## src/rtl/cassinian_oval_torus_point_unit_assert.svh

```systemverilog
// Assertion macros shared by the Cassinian-oval torus point unit.
`ifndef CASSINIAN_OVAL_TORUS_POINT_UNIT_ASSERT_SVH
`define CASSINIAN_OVAL_TORUS_POINT_UNIT_ASSERT_SVH
`ifndef NO_ASSERTIONS
`define COT_ASSERT(lbl, clk, rst_n, prop) \
	lbl: assert property (@(posedge clk) disable iff (!rst_n) prop) \
		else $error("%m: assertion failed");
`define COT_ASSERT_NEXT(lbl, clk, rst_n, ante, cons) \
	lbl: assert property (@(posedge clk) disable iff (!rst_n) (ante) |=> (cons)) \
		else $error("%m: assertion failed");
`else
`define COT_ASSERT(lbl, clk, rst_n, prop)
`define COT_ASSERT_NEXT(lbl, clk, rst_n, ante, cons)
`endif
`endif

```

## src/rtl/cot_isqrt.sv

```systemverilog
// Pipelined integer square root, one result bit per stage, with a side channel.
`timescale 1ns / 1ps
module cot_isqrt #(
	parameter int unsigned IN_W = 58,
	parameter int unsigned SB_W = 1
) (
	input  logic                clk,
	input  logic                arst_n,
	input  logic                en,
	input  logic                in_vld,
	input  logic [IN_W-1:0]     rad,
	input  logic [SB_W-1:0]     sb_in,
	output logic                out_vld,
	output logic [IN_W/2-1:0]   root,
	output logic [SB_W-1:0]     sb_out
);
	localparam int unsigned N = IN_W / 2;
	localparam int unsigned RW = N + 3;

	logic [RW-1:0] rem_s [1:N];
	logic [N-1:0] root_s [1:N];
	logic [IN_W-1:0] rad_s [1:N];
	logic [SB_W-1:0] sb_s [1:N];
	logic vld_s [1:N];

	for (genvar k = 0; k < N; k++) begin : g_digit
		logic [RW-1:0] rem_i;
		logic [N-1:0] root_i;
		logic [IN_W-1:0] rad_i;
		logic [SB_W-1:0] sb_i;
		logic vld_i;
		logic [RW-1:0] rem_sh;
		logic [RW-1:0] trial;
		logic ge;

		if (k == 0) begin : g_first
			assign rem_i = '0;
			assign root_i = '0;
			assign rad_i = rad;
			assign sb_i = sb_in;
			assign vld_i = in_vld;
		end else begin : g_rest
			assign rem_i = rem_s[k];
			assign root_i = root_s[k];
			assign rad_i = rad_s[k];
			assign sb_i = sb_s[k];
			assign vld_i = vld_s[k];
		end

		// Bring down the next two radicand bits and try root*4+1.
		assign rem_sh = {rem_i[RW-3:0], rad_i[IN_W-1 -: 2]};
		assign trial = RW'({root_i, 2'b01});
		assign ge = rem_sh >= trial;

		always_ff @(posedge clk or negedge arst_n) begin
			if (!arst_n) begin
				vld_s[k+1] <= 1'b0;
			end else if (en) begin
				vld_s[k+1] <= vld_i;
			end
		end

		always_ff @(posedge clk) begin
			if (en) begin
				rem_s[k+1] <= ge ? rem_sh - trial : rem_sh;
				root_s[k+1] <= {root_i[N-2:0], ge};
				rad_s[k+1] <= rad_i << 2;
				sb_s[k+1] <= sb_i;
			end
		end
	end

	assign out_vld = vld_s[N];
	assign root = root_s[N];
	assign sb_out = sb_s[N];
endmodule
```

## config.mk

```make
export PLATFORM = sky130hd
export DESIGN_NAME = cot_isqrt
export DESIGN_NICKNAME = d
export VERILOG_FILES = /design/src/rtl/cassinian_oval_torus_point_unit_assert.svh /design/src/rtl/cot_isqrt.sv
export SDC_FILE = /design/constraint.sdc
export NUM_CORES = 2
export LEC_CHECK = 0
export BUFFER_PORTS_ARGS = -buffer_cell sky130_fd_sc_hd__buf_4
export CAP_MARGIN = 10
export CORE_UTILIZATION = 48
export CTS_BUF_LIST = sky130_fd_sc_hd__clkbuf_16
export DETAILED_ROUTE_END_ITERATION = 8
export GPL_ROUTABILITY_DRIVEN = 0
export GPL_TIMING_DRIVEN = 0
export MAX_ROUTING_LAYER = met4
export REMOVE_ABC_BUFFERS = 1
export SLEW_MARGIN = 30
export SYNTH_ARGS = -nofsm -noshare
export SYNTH_HDL_FRONTEND = slang
export SYNTH_SLANG_ARGS = --single-unit
export TNS_END_PERCENT = 50
```

## constraint.sdc

```tcl
create_clock -name clk -period 4.26 [get_ports clk]
set_clock_uncertainty 0.1 [all_clocks]
set_input_delay 0.639 -clock clk [delete_from_list [all_inputs] [get_ports clk]]
set_output_delay 0.639 -clock clk [all_outputs]
set_load 0.005 [all_outputs]
```

==> impl_summary.txt <==
----------------------------------------------------
[Critical path]
  Length in cells of the worst reg-to-reg path ... 13
  Type of destination of the critical path ... register
  Required time at the endpoint of the critical path ... 4.71 ns
  Delay contributed by the slowest stage of the critical path ... 0.44 ns
  Cell type of the slowest stage on the worst timing path ... sky130_fd_sc_hd__a21oi_4
  Crit Reg-Reg Startpoint ... rem_s[21][3]$_DFFE_PP_
  Minimum setup slack among reg-to-reg paths ... 0.14 ns
  Data arrival time of the critical path ... 4.57 ns
  Worst setup path category ... reg2reg
  Largest fanout on the critical path ... 29
  Reg2Reg Capture Point ... rem_s[22][24]$_DFFE_PP_
  Critical path, cell by cell ... ha_1 -> a21o_1 -> a21o_1 -> or2_2 -> o2111ai_1 -> o211ai_1 -> a21oi_2 -> nand2_1 -> a21oi_4 -> buf_8 -> inv_1 -> nand3_1 -> xnor2_1
  Kind of launch point of the worst setup path ... register
  Cell seen most often among critical-path stages ... sky130_fd_sc_hd__a21o_1

[Die]
  Std-Cell Rows ... 163
  CORE AREA ... 0.1980 sq mm
  Starting utilization of the core area ... 48.54%
  Die Wd ... 449.5 microns
  Die Height ... 449.5 microns
  Total I/O pin count ... 94
  Die Outline Area ... 0.2020 sq mm

[CTS]
  Later-pin clock latency in the skew report ... 0.85 ns
  Number of buffers on the longest clock path ... 3
  Number of buffers added by the clock tree synthesis step ... 222
  Register clock-pin slew on the reported worst setup and hold paths ... 0.06 ns
  Deepest level of the CTS H-tree ... 4
  Root buffer selected by CTS ... sky130_fd_sc_hd__clkbuf_16
  Sinks on the clock net ... 2103
  Clock tree from TritonCTS ... built

[Synth]
  Synthesis-stage register bit count ... 2103
  Post-Syn Area per Cell ... 13.13 sq um
  Synth top area cells ... sky130_fd_sc_hd__edfxtp_1, sky130_fd_sc_hd__ha_1, sky130_fd_sc_hd__xnor2_1
  Cell type with the highest aggregate area in the netlist ... sky130_fd_sc_hd__edfxtp_1
  Dominant synthesized flop cell ... sky130_fd_sc_hd__edfxtp_1
  Fraction of registers with async set/reset ... 1.379%
  Netlist area before placement ... 0.09612 sq mm
  Sequential cell area fraction in the yosys report ... 65.55%
  Portion of synthesized cell area occupied by the leading cell type ... 64.80%
  Yosys cell types ... 96
  Cells after synthesis ... 7318
  Number of synthesized flops with an enable pin ... 2074
  Count of yosys warnings during synthesis ... 0

[Placement]
  Worst Setup Slack post-DPL ... -0.3740 ns
  Post-DP HPWL ... 123700 microns
  Number of cells after detailed placement ... 9971
  Number of I/O port buffers ... 93

[Finish]
  Fraction of final layout cells with drive strength greater than 1 ... 8.171%
  Layout Area Growth over Synthesis ... 13.03%
  Post-layout net count ... 8157
  Count of fill cells added during filler insertion ... 16130
  Util after Layout ... 54.86%
  Final Instance Count excl. Fillers ... 10460

[Timing]
  Unrepaired setup endpoints after global routing ... true
  Worst Max-Slew Pin Slew ... 0.9133 ns
  Relative max-transition margin ... 38.64%
  Slack of the critical path ... 0.1410 ns
  Final hold vios ... 0
  Sum of negative setup slack ... 0 ns
  Max-slew violation count ... 0
  FMAX ... 242.8 MHz
  Post-route clock period utilization ... 96.69%
  Final Setup Violations ... 0
  Final Critical Period ... 4.119 ns

[Routing]
  Routed wire length per instance ... 16.77 microns
  Number of remaining DRC errors ... 0
  Total via count after detailed routing ... 55970
  Final wirelength ... 175500 microns
  1st-iter DRT viols ... 4299
  Count of antenna-violating nets left after detailed routing ... 0
  Vias per cell ... 5.349
  Detailed-router iteration count before antenna repair ... 6

[Power and ir drop]
  Cell Pwr Density ... 525.2 mW/mm^2
  VDD IR max ... 0.4155 mV
  Standby leakage power ... 0.04167 uW

[Global routing]
  Number of antenna violations at the first check in global routing ... 4
  Number of global-route vias before repair ... 54870
  GR Util All Layers ... 17.74%
  Maximum number of pins on one net before global-route repair ... 144
  Global-route wire length before repair ... 284900 microns
  Global-route congestion overflow total ... 0

[Outcome]
  Run status ... complete, no violations

[Worst hold path]
  Cell count of the worst hold path ... 1
  Startpoint of the lowest-slack hold path ... en
  Endpoint, Worst Hold ... rad_s[0][431]$_DFFE_PP_
  Type of the worst min-delay path ... in2reg

[Flow run]
  Total of max-cap violations ... 0

----------------------------------------------------
==> cell usage in the layout (no fill, tap or decap), types with 38 or more instances in the layout <==
master / count
sky130_fd_sc_hd__nor4_1: 84
sky130_fd_sc_hd__nand3_1: 97
sky130_fd_sc_hd__clkbuf_16: 226
sky130_fd_sc_hd__mux2_2: 69
sky130_fd_sc_hd__xor2_1: 328
sky130_fd_sc_hd__or4_1: 40
sky130_fd_sc_hd__nor2b_1: 72
sky130_fd_sc_hd__ha_1: 466
sky130_fd_sc_hd__nand2_1: 585
sky130_fd_sc_hd__edfxtp_1: 2074
sky130_fd_sc_hd__a21o_1: 174
sky130_fd_sc_hd__o21a_1: 77
sky130_fd_sc_hd__nand2b_1: 104
sky130_fd_sc_hd__nor3_1: 166
sky130_fd_sc_hd__xnor2_1: 334
sky130_fd_sc_hd__a21oi_1: 396
sky130_fd_sc_hd__a211oi_1: 38
sky130_fd_sc_hd__nor2_1: 381
sky130_fd_sc_hd__clkinv_1: 48
sky130_fd_sc_hd__dlygate4sd3_1: 62
sky130_fd_sc_hd__o21ai_0: 463
sky130_fd_sc_hd__buf_4: 114
sky130_fd_sc_hd__or3_1: 88
sky130_fd_sc_hd__inv_1: 640
sky130_fd_sc_hd__nand4_1: 65
sky130_fd_sc_hd__o21bai_1: 43
sky130_fd_sc_hd__clkinv_2: 45
sky130_fd_sc_hd__o31ai_1: 41
==> final cells by class <==
cell class | instances | area, sq um | share of cell area [%]
antenna | 3 | 7.507 | 0.006910
clock buffer | 226 | 5655 | 5.206
clock inverter | 190 | 1565 | 1.441
inverter | 590 | 2215 | 2.038
multi-input combinational | 4499 | 30680 | 28.24
sequential | 2103 | 63010 | 57.99
tap | 2640 | 3303 | 3.040
timing repair buffer | 212 | 2206 | 2.030
==> worst max-delay path by stage <==
stage,from,end
2_1_floorplan,rem_s[25][0]$_DFFE_PP_,rem_s[26][29]$_DFFE_PP_
3_3_place_gp,en,g_digit[11].vld_i$_DFFE_PN0P_
3_5_place_dp,rem_s[24][0]$_DFFE_PP_,rem_s[25][26]$_DFFE_PP_
4_1_cts,root_s[19][3]$_DFFE_PP_,rem_s[20][3]$_DFFE_PP_
5_1_grt,rem_s[21][3]$_DFFE_PP_,rem_s[22][24]$_DFFE_PP_
6_report,rem_s[21][3]$_DFFE_PP_,rem_s[22][24]$_DFFE_PP_
==> sequential cells by signal, summed over array words and instances (netlist names) <==
name and cells:
sb_s 29, g_digit.vld_i 28, root_s 435, out_vld 1, rad_s 812, rem_s 798
==> Yosys cell counts (all sizes together) (8+ instances only) <==
| cell type | instances |
|---|---|
| a2111oi | 11 |
| a211o | 11 |
| a211oi | 41 |
| a21boi | 14 |
| a21o | 174 |
| a21oi | 401 |
| a31o | 8 |
| a31oi | 35 |
| a41oi | 8 |
| and2 | 22 |
| and3 | 35 |
| and4 | 10 |
| buf | 16 |
| clkbuf | 111 |
| dfrtp | 29 |
| edfxtp | 2074 |
| ha | 466 |
| inv | 590 |
| mux2 | 69 |
| nand2 | 585 |
| nand2b | 105 |
| nand3 | 99 |
| nand3b | 14 |
| nand4 | 65 |
| nor2 | 383 |
| nor2b | 73 |
| nor3 | 171 |
| nor4 | 90 |
| nor4b | 12 |
| o2111ai | 11 |
| o211ai | 17 |
| o21a | 78 |
| o21ai | 472 |
| o21bai | 43 |
| o31ai | 42 |
| o41ai | 10 |
| or2 | 33 |
| or3 | 89 |
| or4 | 42 |
| xnor2 | 334 |
| xor2 | 328 |
==> report_power, final <==
| part | total, uW | internal, uW | switching (uW) |
|---|---|---|---|
| clock network | 18800 | 10900 | 7960 |
| registers | 27600 | 26100 | 1510 |
| logic | 10600 | 4570 | 6040 |
==> metrics by stage <==
step	power, uW	hold WS, ns	instance area [sq um]
finish	57060	0.1535	108600
global route	60040	0.1086	108600
CTS	57640	0.07746	108500
detailed placement	38460	0.3045	100600
global placement	38810	0.3001	99630
floorplan	35280	0.2434	95630
==> critical path: cells and delay by family, from the launching register on <==
kind,cells,cell delay [ns]
flip-flops,1,0.39
XOR/XNOR,1,0.09
AO/OA/AOI/OAI,6,1.70
buffers and inverters,2,0.52
adder cells (fa/ha/maj),1,0.37
AND/OR/NAND/NOR,3,0.62
==> what timing repair did <==
item / CTS / global route
buffers inserted: 0 / 9
pin swaps: 1 / 5
gates resized for setup: 8 / 13
setup endpoints to repair: 29 / 74
hold endpoints to repair: 90 / 0
hold buffers: 62 / 0
gates cloned: 0 / 1
==> layer usage <==
layer	routed length (microns)	global-route usage (%)	share of wire, %
met3	6707	2.719	3.8
met1	78000	22.57	44
met2	85210	28.91	49
met5	0	-	0
met4	5588	6.207	3.2
==> kinds of logic (layout without fill, tap and decap cells) <==
family          Yosys count  count (layout)  synth area share (%)
xor+xnor                662             662                 6.032
buf+inv                 717            1218                 2.816
compound gates         1440            1441                 9.156
fa+ha+maj               466             466                 6.066
other cells               1               4              0.003901
mux                      76              76                0.8813
flops                  2103            2103                 65.55
simple gates           1853            1853                 9.494
Note: power is estimated with default switching activity, not from simulation.
